`src/hdl/etac_pkg.sv`:
```
// shared types and constants of the elapsed timer with armed commands
// no dependencies; every other file imports this package
package etac_pkg;

	localparam int unsigned CLOCK_HZ_DEFAULT = 125000000;
	localparam int unsigned NS_PER_SEC       = 1000000000;

	localparam int OP_W    = 2;
	localparam int ADDR_W  = 5;
	localparam int DATA_W  = 32;
	localparam int DIV_W   = 16;
	localparam int CNT_W   = 64;
	localparam int CFG_IDX_W = 1;

	// item opcodes
	localparam logic [OP_W-1:0] OP_TICK  = 2'd0;
	localparam logic [OP_W-1:0] OP_READ  = 2'd1;
	localparam logic [OP_W-1:0] OP_WRITE = 2'd2;

	// register word addresses
	localparam logic [ADDR_W-1:0] ADDR_CAPT_LO   = 5'd0;
	localparam logic [ADDR_W-1:0] ADDR_CAPT_HI   = 5'd1;
	localparam logic [ADDR_W-1:0] ADDR_LOAD_LO   = 5'd2;
	localparam logic [ADDR_W-1:0] ADDR_LOAD_HI   = 5'd3;
	localparam logic [ADDR_W-1:0] ADDR_CMP_LO    = 5'd4;
	localparam logic [ADDR_W-1:0] ADDR_CMP_HI    = 5'd5;
	localparam logic [ADDR_W-1:0] ADDR_SNAP_LO   = 5'd6;
	localparam logic [ADDR_W-1:0] ADDR_SNAP_HI   = 5'd7;
	localparam logic [ADDR_W-1:0] ADDR_INTERVAL  = 5'd9;
	localparam logic [ADDR_W-1:0] ADDR_STATUS    = 5'd10;
	localparam logic [ADDR_W-1:0] ADDR_CONFIG    = 5'd12;
	localparam logic [ADDR_W-1:0] ADDR_ARM       = 5'd16;
	localparam logic [ADDR_W-1:0] ADDR_FIRE      = 5'd17;

	// command codes
	localparam logic [DATA_W-1:0] FIRE_CAPTURE = 32'h0000_01CD;
	localparam logic [DATA_W-1:0] FIRE_LOAD    = 32'h0000_02CD;
	localparam logic [DATA_W-1:0] FIRE_EVENT   = 32'h0000_03CD;
	localparam logic [DATA_W-1:0] FIRE_SYNC    = 32'h0000_04CD;
	localparam logic [DATA_W-1:0] ARM_CAPTURE  = 32'h0000_CD01;
	localparam logic [DATA_W-1:0] ARM_LOAD     = 32'h0000_CD02;
	localparam logic [DATA_W-1:0] ARM_EVENT    = 32'h0000_CD03;
	localparam logic [DATA_W-1:0] ARM_SYNC     = 32'h0000_CD04;

	// configuration register indexes
	localparam logic [CFG_IDX_W-1:0] CFG_DIVIDER = 1'b0;
	localparam logic [CFG_IDX_W-1:0] CFG_INTERVAL = 1'b1;

	// which operands the shared divider works on
	typedef enum logic [1:0] {
		DIV_FREQ,
		DIV_STEP,
		DIV_SYNC
	} div_sel_t;

	typedef struct packed {
		logic     acc;
		logic     div_start;
		div_sel_t div_sel;
		logic     fin_step;
		logic     fin_sync;
	} cmd_t;

	typedef struct packed {
		logic out_busy;
		logic sync_fire;
		logic div_write;
		logic cfg_div;
		logic div_done;
	} sts_t;

endpackage

```
`src/hdl/etac_in_if.sv`:
```
// input channel of the timer: valid/ready plus one item
// depends on etac_pkg
interface etac_in_if import etac_pkg::*; ();
	logic              valid;
	logic              ready;
	logic [OP_W-1:0]   op;
	logic [ADDR_W-1:0] word_addr;
	logic [DATA_W-1:0] write_data;

	modport source (output valid, output op, output word_addr, output write_data,
		input ready);
	modport sink (input valid, input op, input word_addr, input write_data,
		output ready);
endinterface

```
`src/hdl/etac_out_if.sv`:
```
// result channel of the timer: valid/ready plus one result
// depends on etac_pkg
interface etac_out_if import etac_pkg::*; ();
	logic              valid;
	logic              ready;
	logic [DATA_W-1:0] read_data;
	logic              irq_line;
	logic              cmd_rejected;

	modport source (output valid, output read_data, output irq_line,
		output cmd_rejected, input ready);
	modport sink (input valid, input read_data, input irq_line,
		input cmd_rejected, output ready);
endinterface

```
`src/hdl/etac_divider.sv`:
```
// bit-serial restoring divider, 64-bit dividend by 32-bit divisor
// depends on etac_pkg
module etac_divider import etac_pkg::*; (
	input  logic              clk,
	input  logic              arst_n,
	input  logic              start,
	input  logic [CNT_W-1:0]  dividend,
	input  logic [DATA_W-1:0] divisor,
	output logic [CNT_W-1:0]  quo,
	output logic [DATA_W-1:0] rem,
	output logic              done
);
	localparam int ITER_W = $clog2(CNT_W + 1);

	logic [CNT_W-1:0]  dvd_q;
	logic [DATA_W-1:0] rem_q;
	logic [DATA_W-1:0] dsr_q;
	logic [ITER_W-1:0] iter_q;
	logic              done_q;
	logic [DATA_W:0]   trial;
	logic              fits;

	assign trial = {rem_q, dvd_q[CNT_W-1]};
	assign fits  = trial >= {1'b0, dsr_q};

	always_ff @(posedge clk or negedge arst_n) begin
		if (!arst_n) begin
			iter_q <= '0;
			done_q <= 1'b0;
		end else begin
			done_q <= (iter_q == ITER_W'(1));
			if (start) begin
				iter_q <= ITER_W'(CNT_W);
			end else if (iter_q != '0) begin
				iter_q <= iter_q - ITER_W'(1);
			end
		end
	end

	always_ff @(posedge clk) begin
		if (start) begin
			dvd_q <= dividend;
			rem_q <= '0;
			dsr_q <= divisor;
		end else if (iter_q != '0) begin
			if (fits) begin
				rem_q <= DATA_W'(trial - {1'b0, dsr_q});
			end else begin
				rem_q <= trial[DATA_W-1:0];
			end
			dvd_q <= {dvd_q[CNT_W-2:0], fits};
		end
	end

	assign quo  = dvd_q;
	assign rem  = rem_q;
	assign done = done_q;
endmodule

```
`src/hdl/etac_datapath.sv`:
```
// timer registers, bus decode, result register and the shared divider
// depends on etac_pkg and etac_divider
module etac_datapath import etac_pkg::*; #(
	parameter int unsigned CLOCK_HZ = CLOCK_HZ_DEFAULT
) (
	input  logic                 clk,
	input  logic                 arst_n,
	input  cmd_t                 cmd,
	output sts_t                 sts,
	input  logic                 in_valid,
	input  logic [OP_W-1:0]      op,
	input  logic [ADDR_W-1:0]    word_addr,
	input  logic [DATA_W-1:0]    write_data,
	output logic                 out_valid,
	input  logic                 out_ready,
	output logic [DATA_W-1:0]    read_data,
	output logic                 irq_line,
	output logic                 cmd_rejected,
	input  logic                 cfg_we,
	input  logic [CFG_IDX_W-1:0] cfg_index,
	input  logic [DATA_W-1:0]    cfg_data
);
	localparam logic [DATA_W-1:0] STEP_RESET = DATA_W'(NS_PER_SEC / CLOCK_HZ);

	logic [CNT_W-1:0]  count_q, count_d;
	logic [DIV_W-1:0]  pre_q, pre_d;
	logic [DATA_W-1:0] step_q, step_d;
	logic [CNT_W-1:0]  capt_q, capt_d;
	logic [CNT_W-1:0]  load_q, load_d;
	logic [CNT_W-1:0]  cmp_q, cmp_d;
	logic              armed_q, armed_d;
	logic              flag_q, flag_d;
	logic [CNT_W-1:0]  snap_q, snap_d;
	logic [DATA_W-1:0] arm_q, arm_d;
	logic [DATA_W-1:0] fire_q, fire_d;
	logic [DIV_W-1:0]  div_q, div_d;
	logic [DATA_W-1:0] iv_q, iv_d;

	logic              out_valid_q;
	logic [DATA_W-1:0] rd_q, rd_d;
	logic              irq_q;
	logic              rej_q, rej_d;

	logic              is_fire;
	logic              hit_capture, hit_load, hit_event, hit_sync;
	logic              acc_plain;
	logic              out_load;
	logic [DATA_W-1:0] iv_eff;
	logic [DATA_W-1:0] freq;

	logic [CNT_W-1:0]  dv_dividend;
	logic [DATA_W-1:0] dv_divisor;
	logic [CNT_W-1:0]  dv_quo;
	logic [DATA_W-1:0] dv_rem;
	logic              dv_done;

	assign is_fire     = (op == OP_WRITE) && (word_addr == ADDR_FIRE);
	assign hit_capture = (write_data == FIRE_CAPTURE) && (arm_q == ARM_CAPTURE);
	assign hit_load    = (write_data == FIRE_LOAD) && (arm_q == ARM_LOAD);
	assign hit_event   = (write_data == FIRE_EVENT) && (arm_q == ARM_EVENT);
	assign hit_sync    = (write_data == FIRE_SYNC) && (arm_q == ARM_SYNC);

	assign sts.out_busy  = out_valid_q && !out_ready;
	assign sts.sync_fire = in_valid && is_fire && hit_sync;
	assign sts.div_write = in_valid && (op == OP_WRITE) && (word_addr == ADDR_CONFIG);
	assign sts.cfg_div   = cfg_we && (cfg_index == CFG_DIVIDER);
	assign sts.div_done  = dv_done;

	assign acc_plain = cmd.acc && !sts.sync_fire;
	assign out_load  = acc_plain || cmd.fin_sync;
	assign iv_eff    = (iv_q == '0) ? DATA_W'(1) : iv_q;
	assign freq      = (dv_quo == '0) ? DATA_W'(1) : dv_quo[DATA_W-1:0];

	always_comb begin
		count_d = count_q;
		pre_d   = pre_q;
		step_d  = step_q;
		capt_d  = capt_q;
		load_d  = load_q;
		cmp_d   = cmp_q;
		armed_d = armed_q;
		flag_d  = flag_q;
		snap_d  = snap_q;
		arm_d   = arm_q;
		fire_d  = fire_q;
		div_d   = div_q;
		iv_d    = iv_q;
		rd_d    = '0;
		rej_d   = 1'b0;

		if (acc_plain) begin
			unique case (op)
				OP_TICK: begin
					if (pre_q >= div_q) begin
						pre_d   = '0;
						count_d = count_q + CNT_W'(step_q);
					end else begin
						pre_d = pre_q + DIV_W'(1);
					end
				end
				OP_READ: begin
					unique case (word_addr)
						ADDR_CAPT_LO:  rd_d = capt_q[DATA_W-1:0];
						ADDR_CAPT_HI:  rd_d = capt_q[CNT_W-1:DATA_W];
						ADDR_LOAD_LO:  rd_d = load_q[DATA_W-1:0];
						ADDR_LOAD_HI:  rd_d = load_q[CNT_W-1:DATA_W];
						ADDR_CMP_LO:   rd_d = cmp_q[DATA_W-1:0];
						ADDR_CMP_HI:   rd_d = cmp_q[CNT_W-1:DATA_W];
						ADDR_SNAP_LO:  rd_d = snap_q[DATA_W-1:0];
						ADDR_SNAP_HI:  rd_d = snap_q[CNT_W-1:DATA_W];
						ADDR_INTERVAL: rd_d = iv_q;
						ADDR_STATUS:   rd_d = DATA_W'(flag_q);
						ADDR_CONFIG:   rd_d = DATA_W'({div_q, 3'b000});
						ADDR_ARM:      rd_d = arm_q;
						ADDR_FIRE:     rd_d = fire_q;
						default:       rd_d = '0;
					endcase
				end
				OP_WRITE: begin
					unique case (word_addr)
						ADDR_LOAD_LO:  load_d[DATA_W-1:0] = write_data;
						ADDR_LOAD_HI:  load_d[CNT_W-1:DATA_W] = write_data;
						ADDR_CMP_LO:   cmp_d[DATA_W-1:0] = write_data;
						ADDR_CMP_HI:   cmp_d[CNT_W-1:DATA_W] = write_data;
						ADDR_INTERVAL: iv_d = write_data;
						ADDR_STATUS: begin
							if (write_data[0]) flag_d = 1'b0;
							if (write_data[1]) snap_d = '0;
						end
						ADDR_CONFIG:   div_d = write_data[DIV_W+2:3];
						ADDR_ARM:      arm_d = write_data;
						ADDR_FIRE: begin
							fire_d = write_data;
							priority if (hit_capture) capt_d = count_q;
							else if (hit_load) count_d = load_q;
							else if (hit_event) armed_d = 1'b1;
							else rej_d = 1'b1;
						end
						default: ;
					endcase
				end
				default: ;
			endcase
		end

		// sync fire: snapshot now, round up when the remainder is known
		if (cmd.acc && sts.sync_fire) begin
			snap_d = count_q;
			fire_d = write_data;
		end
		if (cmd.fin_sync) begin
			count_d = count_q + CNT_W'(iv_eff - dv_rem);
		end
		if (cmd.fin_step) begin
			step_d = dv_quo[DATA_W-1:0];
		end

		if (out_load && armed_d && (count_d >= cmp_d)) begin
			flag_d  = 1'b1;
			armed_d = 1'b0;
		end

		if (cfg_we) begin
			unique case (cfg_index)
				CFG_DIVIDER:  div_d = cfg_data[DIV_W-1:0];
				CFG_INTERVAL: iv_d = cfg_data;
				default: ;
			endcase
		end
	end

	// divider operands
	always_comb begin
		unique case (cmd.div_sel)
			DIV_FREQ: begin
				dv_dividend = CNT_W'(CLOCK_HZ);
				dv_divisor  = DATA_W'({1'b0, div_d} + (DIV_W + 1)'(1));
			end
			DIV_STEP: begin
				dv_dividend = CNT_W'(NS_PER_SEC);
				dv_divisor  = freq;
			end
			DIV_SYNC: begin
				dv_dividend = count_q;
				dv_divisor  = iv_eff;
			end
			default: begin
				dv_dividend = count_q;
				dv_divisor  = iv_eff;
			end
		endcase
	end

	etac_divider u_div (
		.clk      (clk),
		.arst_n   (arst_n),
		.start    (cmd.div_start),
		.dividend (dv_dividend),
		.divisor  (dv_divisor),
		.quo      (dv_quo),
		.rem      (dv_rem),
		.done     (dv_done)
	);

	always_ff @(posedge clk or negedge arst_n) begin
		if (!arst_n) begin
			count_q     <= '0;
			pre_q       <= '0;
			step_q      <= STEP_RESET;
			capt_q      <= '0;
			load_q      <= '0;
			cmp_q       <= '0;
			armed_q     <= 1'b0;
			flag_q      <= 1'b0;
			snap_q      <= '0;
			arm_q       <= '0;
			fire_q      <= '0;
			div_q       <= '0;
			iv_q        <= DATA_W'(1);
			out_valid_q <= 1'b0;
		end else begin
			count_q <= count_d;
			pre_q   <= pre_d;
			step_q  <= step_d;
			capt_q  <= capt_d;
			load_q  <= load_d;
			cmp_q   <= cmp_d;
			armed_q <= armed_d;
			flag_q  <= flag_d;
			snap_q  <= snap_d;
			arm_q   <= arm_d;
			fire_q  <= fire_d;
			div_q   <= div_d;
			iv_q    <= iv_d;
			if (out_load) begin
				out_valid_q <= 1'b1;
			end else if (out_ready) begin
				out_valid_q <= 1'b0;
			end
		end
	end

	always_ff @(posedge clk) begin
		if (out_load) begin
			rd_q  <= rd_d;
			irq_q <= flag_d;
			rej_q <= rej_d;
		end
	end

	assign out_valid    = out_valid_q;
	assign read_data    = rd_q;
	assign irq_line     = irq_q;
	assign cmd_rejected = rej_q;
endmodule

```
`src/hdl/etac_ctrl.sv`:
```
// sequencer: item acceptance and the divider jobs for step and sync
// depends on etac_pkg
module etac_ctrl import etac_pkg::*; (
	input  logic clk,
	input  logic arst_n,
	input  logic in_valid,
	output logic in_ready,
	input  sts_t sts,
	output cmd_t cmd
);
	typedef enum logic [3:0] {
		S_IDLE = 4'b0001,
		S_FREQ = 4'b0010,
		S_STEP = 4'b0100,
		S_SYNC = 4'b1000
	} state_t;

	state_t state_q, state_d;

	always_comb begin
		state_d       = state_q;
		in_ready      = 1'b0;
		cmd.acc       = 1'b0;
		cmd.div_start = 1'b0;
		cmd.div_sel   = DIV_FREQ;
		cmd.fin_step  = 1'b0;
		cmd.fin_sync  = 1'b0;
		unique case (state_q)
			S_IDLE: begin
				in_ready = !sts.out_busy;
				cmd.acc  = in_valid && in_ready;
				priority if (cmd.acc && sts.sync_fire) begin
					cmd.div_start = 1'b1;
					cmd.div_sel   = DIV_SYNC;
					state_d       = S_SYNC;
				end else if ((cmd.acc && sts.div_write) || sts.cfg_div) begin
					cmd.div_start = 1'b1;
					state_d       = S_FREQ;
				end else begin
					state_d = state_q;
				end
			end
			S_FREQ: begin
				priority if (sts.cfg_div) begin
					cmd.div_start = 1'b1;
				end else if (sts.div_done) begin
					cmd.div_start = 1'b1;
					cmd.div_sel   = DIV_STEP;
					state_d       = S_STEP;
				end else begin
					state_d = state_q;
				end
			end
			S_STEP: begin
				priority if (sts.cfg_div) begin
					cmd.div_start = 1'b1;
					state_d       = S_FREQ;
				end else if (sts.div_done) begin
					cmd.fin_step = 1'b1;
					state_d      = S_IDLE;
				end else begin
					state_d = state_q;
				end
			end
			S_SYNC: begin
				cmd.div_sel = DIV_SYNC;
				if (sts.div_done) begin
					cmd.fin_sync = 1'b1;
					state_d      = S_IDLE;
				end
			end
			default: state_d = S_IDLE;
		endcase
	end

	always_ff @(posedge clk or negedge arst_n) begin
		if (!arst_n) begin
			state_q <= S_IDLE;
		end else begin
			state_q <= state_d;
		end
	end
endmodule

```
`src/hdl/elapsed_timer_with_armed_commands.sv`:
```
// top level of the elapsed timer with armed commands
// depends on etac_pkg, etac_in_if, etac_out_if, etac_ctrl, etac_datapath

// A 64-bit nanosecond counter driven by tick beats, with a 32-bit register
// bus carried on the same input channel (op 0 tick, 1 read, 2 write). Every
// input beat yields exactly one result beat. For ticks, reads and most writes
// the result is registered and shows the cycle after the input beat is taken,
// and the next beat is taken at once unless the result is still stalled. A
// matched sync fire waits on the bit-serial divider that finds the counter's
// remainder by the round-up interval, one quotient bit a cycle. A write of
// the config register (word 12) or of configuration register 0 recomputes
// the step size with two passes through the same divider, during which no
// input beat is taken; its own result beat does not wait for them. Event
// compare, irq level and the command reject flag all reflect the state after
// the beat.
module elapsed_timer_with_armed_commands import etac_pkg::*; #(
	parameter int unsigned CLOCK_HZ = CLOCK_HZ_DEFAULT
) (
	input  logic                 clk,
	input  logic                 arst_n,
	etac_in_if.sink              item,
	etac_out_if.source           result,
	input  logic                 cfg_we,
	input  logic [CFG_IDX_W-1:0] cfg_index,
	input  logic [DATA_W-1:0]    cfg_data
);
	// command and status between sequencer and datapath
	cmd_t cmd;
	sts_t sts;

	etac_ctrl u_ctrl (
		.clk      (clk),
		.arst_n   (arst_n),
		.in_valid (item.valid),
		.in_ready (item.ready),
		.sts      (sts),
		.cmd      (cmd)
	);

	// counter, registers, bus decode and the result register
	etac_datapath #(
		.CLOCK_HZ (CLOCK_HZ)
	) u_dp (
		.clk          (clk),
		.arst_n       (arst_n),
		.cmd          (cmd),
		.sts          (sts),
		.in_valid     (item.valid),
		.op           (item.op),
		.word_addr    (item.word_addr),
		.write_data   (item.write_data),
		.out_valid    (result.valid),
		.out_ready    (result.ready),
		.read_data    (result.read_data),
		.irq_line     (result.irq_line),
		.cmd_rejected (result.cmd_rejected),
		.cfg_we       (cfg_we),
		.cfg_index    (cfg_index),
		.cfg_data     (cfg_data)
	);
endmodule

```
`src/flat_wrapper.sv`:
```
// flat-port wrapper written by rule: the top's interface ports become plain ports
module elapsed_timer_with_armed_commands_flat import etac_pkg::*;
#(
	parameter int unsigned CLOCK_HZ = CLOCK_HZ_DEFAULT
)
  (clk, arst_n, cfg_we, cfg_index, cfg_data, item_valid, item_op, item_word_addr, item_write_data, item_ready, result_valid, result_read_data, result_irq_line, result_cmd_rejected, result_ready);
  etac_in_if item_i ();
  etac_out_if result_i ();
  input  logic clk;
  input  logic arst_n;
  input  logic cfg_we;
  input  logic [CFG_IDX_W-1:0] cfg_index;
  input  logic [DATA_W-1:0] cfg_data;
  input wire logic [$bits(item_i.valid)-1:0] item_valid;
  input wire logic [$bits(item_i.op)-1:0] item_op;
  input wire logic [$bits(item_i.word_addr)-1:0] item_word_addr;
  input wire logic [$bits(item_i.write_data)-1:0] item_write_data;
  output wire logic [$bits(item_i.ready)-1:0] item_ready;
  output wire logic [$bits(result_i.valid)-1:0] result_valid;
  output wire logic [$bits(result_i.read_data)-1:0] result_read_data;
  output wire logic [$bits(result_i.irq_line)-1:0] result_irq_line;
  output wire logic [$bits(result_i.cmd_rejected)-1:0] result_cmd_rejected;
  input wire logic [$bits(result_i.ready)-1:0] result_ready;
  assign item_i.valid = item_valid;
  assign item_i.op = item_op;
  assign item_i.word_addr = item_word_addr;
  assign item_i.write_data = item_write_data;
  assign item_ready = item_i.ready;
  assign result_valid = result_i.valid;
  assign result_read_data = result_i.read_data;
  assign result_irq_line = result_i.irq_line;
  assign result_cmd_rejected = result_i.cmd_rejected;
  assign result_i.ready = result_ready;
  elapsed_timer_with_armed_commands #(.CLOCK_HZ(CLOCK_HZ)) u_core (.clk(clk), .arst_n(arst_n), .item(item_i), .result(result_i), .cfg_we(cfg_we), .cfg_index(cfg_index), .cfg_data(cfg_data));
endmodule
```
`config.mk`:
```
export PLATFORM = sky130hd
export DESIGN_NAME = elapsed_timer_with_armed_commands_flat
export DESIGN_NICKNAME = d
export VERILOG_FILES = /design/src/hdl/etac_pkg.sv /design/src/hdl/etac_in_if.sv /design/src/hdl/etac_out_if.sv /design/src/hdl/etac_divider.sv /design/src/hdl/etac_datapath.sv /design/src/hdl/etac_ctrl.sv /design/src/hdl/elapsed_timer_with_armed_commands.sv /design/src/flat_wrapper.sv
export SDC_FILE = /design/constraint.sdc
export NUM_CORES = 2
export LEC_CHECK = 0
export BUFFER_PORTS_ARGS = -buffer_cell sky130_fd_sc_hd__buf_2
export CAP_MARGIN = 0
export CELL_PAD_IN_SITES_DETAIL_PLACEMENT = 0
export CELL_PAD_IN_SITES_GLOBAL_PLACEMENT = 1
export CORE_AREA = 4 4 313 315
export CTS_CLUSTER_SIZE = 10
export DETAILED_ROUTE_END_ITERATION = 8
export DIE_AREA = 0 0 317 319
export MAX_ROUTING_LAYER = met4
export PLACE_DENSITY = 0.79
export SETUP_SLACK_MARGIN = 0.02
export SYNTH_ARGS = -nofsm -noshare
export SYNTH_HDL_FRONTEND = slang
export SYNTH_HIERARCHICAL = 1
export SYNTH_SLANG_ARGS = --single-unit
```
`constraint.sdc`:
```
create_clock -name clk -period 7.7 [get_ports clk]
set_input_delay 0.385 -clock clk [delete_from_list [all_inputs] [get_ports clk]]
set_output_delay 0.385 -clock clk [all_outputs]
set_load 0.05 [all_outputs]
```
=== After elaboration in Yosys (flattened, before gate mapping) ===
Index checks and enable logic that the tools add are counted.

* Output and inout port bits: 36
* Word-level logic and storage cells: 193
* Register bits: 657
* Input port bits: 77

* Mux-type cells: 78
* Eq/ne operators: 31
* Bitwise gates (word level): 4
* Add/sub/neg operators: 7
* $lt $le $gt $ge: 3
* Reductions and logical operators: 46

{| class="wikitable"
|+ Operators with widths
! kind !! number
|-
| $mux W64 || 15
|-
| $mux W32 || 14
|-
| $pmux W32 S13 || 1
|-
| $pmux W64 S2 || 2
|-
| $eq A32 B16 Y1 const B || 4
|-
| $mux W16 || 6
|-
| $add A64 B32 Y64 || 1
|-
| $add A64 B64 Y64 || 1
|-
| $eq A32 B10 Y1 const B || 2
|-
| $ge A64 B64 Y1 || 1
|-
| $logic_not A64 Y1 || 1
|-
| $pmux W32 S2 || 1
|-
| $ge A33 B32 Y1 || 1
|-
| $sub A32 B32 Y33 || 1
|-
| $eq A32 B11 Y1 const B || 1
|-
| $eq A32 B9 Y1 const B || 1
|-
| $logic_not A32 Y1 || 1
|-
| $sub A32 B32 Y32 || 1
|-
| $mux W1 || 25
|-
| $mux W4 || 6
|-
| $eq A5 B3 Y1 const B || 4
|-
| $logic_and A1 B1 Y1 || 18
|-
| $add A16 B1 Y17 const B || 1
|-
| $add A16 B1 Y16 const B || 1
|-
| other kinds (32) || 59
|}

=== Depth between registers and ports, before layout ===
* Depth in word-level cells: 11
* Mapped depth: 38
* Gate-level depth less buffers: 38

=== By module ===
The synthesis kept the hierarchy.

{| class="wikitable"
|+ By module, submodules not included
! module !! times used !! cells each !! area each (µm²)
|-
| etac_datapath || 1 || 3,774 || 34,839.7
|-
| etac_divider || 1 || 675 || 7,483.4
|-
| etac_ctrl || 1 || 45 || 334.1
|}

=== Worst setup path after synthesis ===
Ideal clock, no wire load.

* Path type: reg2reg
* Start point: register u_core.u_dp.iv_q[0]
* End point: register u_core.u_dp.irq_q (netlist: u_core/u_dp/irq_line), data pin
* Arrival time: 7.625 ns
* Stages on the path, launching flop included: 39
* Buffers on the path: 1
* Setup time: 0.260 ns
* Setup slack: -0.185 ns
* Clock period less this slack: 7.885 ns
* Data required time: 7.440 ns
* Cells stage by stage: dfstp_2 nor4_1 nand4_1 nor2_1 nor2_1 ha_1 fa_1 nor2b_1 o21bai_1 a211oi_1 o2111ai_1 a31oi_1 a31oi_1 a21oi_1 a21o_1 a21oi_1 ha_1 clkbuf_1 (+3 left out) o31ai_1 a221oi_1 o311ai_1 a31o_2 a221oi_1 xor2_1 o32ai_1 ha_1 a21o_1 a21oi_1 nor2b_1 o21ai_0 nand2b_1 a21oi_1 o21ai_0 a22o_1 a31o_2 a22o_1

* Word-level cells in the longest chain between the ends: 8

{| class="wikitable"
|+ RTL lines
! element !! line !! RTL
|-
| start, declared || etac_datapath.sv:37 || <nowiki>logic [DATA_W-1:0] iv_q, iv_d;</nowiki>
|-
| start signal, assigned || etac_datapath.sv:234 || <nowiki>iv_q <= iv_d;</nowiki>
|-
| $logic_not A32 Y1 || etac_datapath.sv:71 || <nowiki>assign iv_eff = (iv_q == '0) ? DATA_W'(1) : iv_q;</nowiki>
|-
| $mux W32 (*) || etac_datapath.sv:71 ||
|-
| $sub A32 B32 Y33 (*) || etac_datapath.sv:152 || <nowiki>count_d = count_q + CNT_W'(iv_eff - dv_rem);</nowiki>
|-
| $add A64 B64 Y64 (*) || etac_datapath.sv:152 ||
|-
| $mux W64 (*) || etac_datapath.sv:151 || <nowiki>if (cmd.fin_sync) begin</nowiki>
|-
| via u_core.u_dp.count_d[49] || etac_datapath.sv:25 || <nowiki>logic [CNT_W-1:0] count_q, count_d;</nowiki>
|-
| $ge A64 B64 Y1 (*) || etac_datapath.sv:158 || <nowiki>if (out_load && armed_d && (count_d >= cmp_d)) begin</nowiki>
|-
| $logic_and A1 B1 Y1 (*) || etac_datapath.sv:158 ||
|-
| $mux W1 (*) || etac_datapath.sv:158 ||
|-
| via u_core.u_dp.flag_d || etac_datapath.sv:32 || <nowiki>logic flag_q, flag_d;</nowiki>
|-
| end signal, assigned || etac_datapath.sv:246 || <nowiki>irq_q <= flag_d;</nowiki>
|-
| end, declared || etac_datapath.sv:41 || <nowiki>logic irq_q;</nowiki>
|}

The timed path passes the listed nets; every way through them passes the cells marked *.
A chain may end at the register's enable or synchronous reset.

=== Worst setup path after layout ===
* Start point: register u_core.u_dp.iv_q[16]
* End point: register u_core.u_dp.irq_q (netlist: u_core/u_dp/irq_line), data pin

The elaborated chain is that of the path after synthesis.

==> impl_metrics.py <==
metrics = {
    "placed_design": {
        "dpl_worst_slack_ns": -0.7972,
        "place_hpwl_um": 128600,
        "place.gp.congestion": 1.001,
        "portBuffers": 112,
    },
    "timing": {
        "fin_crit_ns": 7.924,
        "whs_ns": 0.03312,
        "hold_violations": 0,
        "fmax_mhz": 126.2,
        "setup_tns_ns": -0.3138,
        "finalCritPeriodShare": 1.029,
        "maxSlewViolCount": 0,
        "worst_slack_ns": -0.2242,
        "rsz0062_at_grt": "true",
        "finalClockSkew_ns": 0.03126,
        "tightest_slew_ns": 1.249,
        "timing.slew.headroom": 0.1593,
        "setup_viol": 2,
    },
    "die": {
        "start_util": 0.4496,
        "fp.dieW_um": 317,
        "ioPinCount": 113,
        "num_rows": 113,
        "core_um2": 94870,
        "die-area_um2": 101100,
        "die_h_um": 319,
    },
    "synth": {
        "synth_edf_count": 130,
        "syn_nets": 4818,
        "ys_ff_latch": 657,
        "netlist_area_um2": 42660,
        "async_flop_share": 0.7534,
        "synth_flop_cell": "dfrtp_1",
        "synth_cells": 4494,
        "ys_types": 103,
        "syn_area_per_cell_um2": 9.492,
        "yosysSeqAreaShare": 0.3970,
        "ys_warn_count": 6,
    },
    "clocking": {
        "tritoncts": "yes",
        "insertion_delay_ns": 0.66,
        "clk_root_buffer_cell": "clkbuf_16",
        "cts.reportedPaths.clkPinSlew_ns": 0.06,
        "cts_inserted_buffers": 80,
        "htreeDepth": 3,
        "clockBufferDepth": 3,
        "clock-sinks": 657,
    },
    "grt": {
        "grt_max_degree": 165,
        "use_met1": 0.4491,
        "antenna_found_initial": 10,
        "grt_pass1_vias": 37490,
        "grt_usage": 0.3448,
        "grt-ovfl-total": 0,
        "grt_pass1_wl_um": 252000,
        "busiest_layer": "met2",
        "use_met3": 0.07792,
        "use_met2": 0.5149,
    },
    "drt": {
        "routed_wl_um": 173000,
        "drtIter0Drc": 4880,
        "viasPerCell": 6.295,
        "drc": 0,
        "ant_nets": 0,
        "avgRoutedWirePerCell_um": 28.07,
        "vias": 38800,
        "first_pass_iters": 6,
    },
    "finish": {
        "synthToLayoutAreaGrowth_pct": 17.75,
        "drive_above_1_share": 0.2116,
        "nNetsFinal": 5159,
    },
    "worst_setup_path": {
        "worstReg2RegEnd": "u_core/u_dp/irq_line",
        "critPathArrivalTime_ns": 8.33,
        "slowest_delay_ns": 0.39,
        "worstPathMaxFanout": 2,
        "end_kind": "register",
        "crit_path_start_kind": "register",
        "reg2reg_slack_ns": -0.22,
        "cpMaxStageDelayCell": "dfrtp_1",
        "r2r_start": "u_core/u_dp/iv_q[16]",
        "cp_common_cell": "a21oi_1",
        "worstPathRequired_ns": 8.11,
        "critical_path_class": "register to register",
        "worstRegToRegCells": 40,
    },
    "job": {
        "drv_cap": 0,
    },
    "pwr": {
        "leakage_nw": 23.74,
        "power.density_nw_per_um2": 379.0,
        "irDropWorstVdd_uv": 251.0,
    },
    "outcome": {
        "status": "finished, violations left",
        "violations": "setup timing",
    },
    "min_path": {
        "hold_depth": 3,
        "min_to": "u_core/u_dp/iv_q[12]",
        "hold_class": "input pin to register",
        "hp-start": "cfg_data[12]",
    },
}
-- per-stage QoR --
stage / utilization / std cells / area [µm²] / total power (W)
after floorplan: - / 4494 / 42660 / 0.01010
after global placement: 0.4928 / 5964 / 46750 / 0.01455
after detailed placement: 0.4928 / 5964 / 46750 / 0.01456
after CTS: 0.5269 / 6147 / 49990 / 0.01869
after global routing: 0.5294 / 6161 / 50220 / 0.02010
final: 0.5294 / 6164 / 50230 / 0.01903
-- layout make-up --
type / count / area (µm²)
Fill cell: 8669 / 44640
Multi-Input combinational cell: 3309 / 24250
Sequential cell: 657 / 16940
Timing Repair Buffer: 567 / 4150
Clock buffer: 130 / 2366
Tap cell: 1265 / 1583
Inverter: 220 / 825.8
Clock inverter: 8 / 93.84
Antenna cell: 8 / 20.02
-- per-layer routing --
metal | vias to the layer above | part of all wire
li1 | 17300 | -
met1 | 19050 | 0.41
met2 | 2023 | 0.44
met3 | 431 | 0.099
met4 | 0 | 0.053
met5 | - | 0
-- cells by family after synthesis --
| logic type | Yosys count | synth area share |
|---|---|---|
| xor+xnor | 162 | 0.03326 |
| compound gates | 1200 | 0.1939 |
| flops | 657 | 0.3970 |
| fa+ha+maj | 247 | 0.07315 |
| mux | 417 | 0.1064 |
| simple gates | 1283 | 0.1464 |
| buf+inv | 528 | 0.04986 |
-- synthesized netlist by cell type (84+ instances only) --
library cell / n / area share
dfrtp_1: 492 / 0.29
nor2_1: 218 / 0.019
xnor2_1: 84 / 0.017
edfxtp_1: 130 / 0.092
a21o_1: 110 / 0.019
mux2_2: 233 / 0.062
clkbuf_1: 232 / 0.020
a21oi_1: 244 / 0.029
a22oi_1: 116 / 0.020
inv_1: 219 / 0.019
o21ai_0: 194 / 0.023
nand3_1: 100 / 0.012
mux2i_1: 124 / 0.029
ha_1: 243 / 0.071
nand2_1: 475 / 0.042
-- power by group --
part	switching [W]	internal, W
Sequential	0.000598	0.00409
Combinational	0.00583	0.00486
Clock	0.00155	0.00210
Total	0.00798	0.0111
-- what timing repair did --
item / 4_1_cts / 5_1_grt
endpoints found under the setup margin: 3 / 3
setup buffers: 20 / 9
pin swaps: 49 / 40
hold buffers: 25 / 0
hold endpoints to repair: 96 / 0
gates resized for setup: 82 / 29
-- worst max-delay path by stage --
stage                               from                   end
finish              u_core/u_dp/iv_q[16]  u_core/u_dp/irq_line
detailed placement  u_core/u_dp/iv_q[16]  u_core/u_dp/irq_line
CTS                 u_core/u_dp/iv_q[20]  u_core/u_dp/irq_line
global placement    u_core/u_dp/iv_q[24]  u_core/u_dp/irq_line
global route        u_core/u_dp/iv_q[16]  u_core/u_dp/irq_line
floorplan            u_core/u_dp/iv_q[0]  u_core/u_dp/irq_line
-- layout by cell type (no fill, tap or decap), drive strengths merged, types with 49 or more instances in the layout --
cell type / n
nor3: 71
and2: 53
clkbuf: 130
nand3: 100
edfxtp: 130
nand4: 77
xor2: 78
ha: 243
a221oi: 52
and3: 70
a22o: 57
mux2i: 124
nor2: 220
a22oi: 116
buf: 542
inv: 221
mux2: 293
a31oi: 61
nor4: 58
o21ai: 207
a21o: 110
a21oi: 247
xnor2: 84
nand2: 477
dfrtp: 492
a211oi: 49
-- critical path, delay by kind of cell, from the launching register on --
family                     cells  cell delay (ns)
AOI/OAI and AO/OA             23             4.26
xor gates and xnor gates       2             0.35
and+or+nand+nor                7             0.91
DFF                            1             0.39
adders and majority gates      4             1.16
buffers and inverters          4             0.61
-- registers in the layout, indices dropped and copies added (netlist names), 32 cells and up --
signal and cells:
u_core/u_dp/capt_q 64, u_core/u_dp/arm_q 32, u_core/u_dp/step_q 32, u_core/u_dp/iv_q 32, u_core/u_dp/count_q 64, u_core/u_dp/u_div/dsr_q 32, u_core/u_dp/read_data 32, u_core/u_dp/snap_q 64
u_core/u_dp/fire_q 32, u_core/u_dp/load_q 64, u_core/u_dp/cmp_q 64, u_core/u_dp/u_div/rem 32, u_core/u_dp/u_div/quo 64
Power figures use the tool's default switching activity.
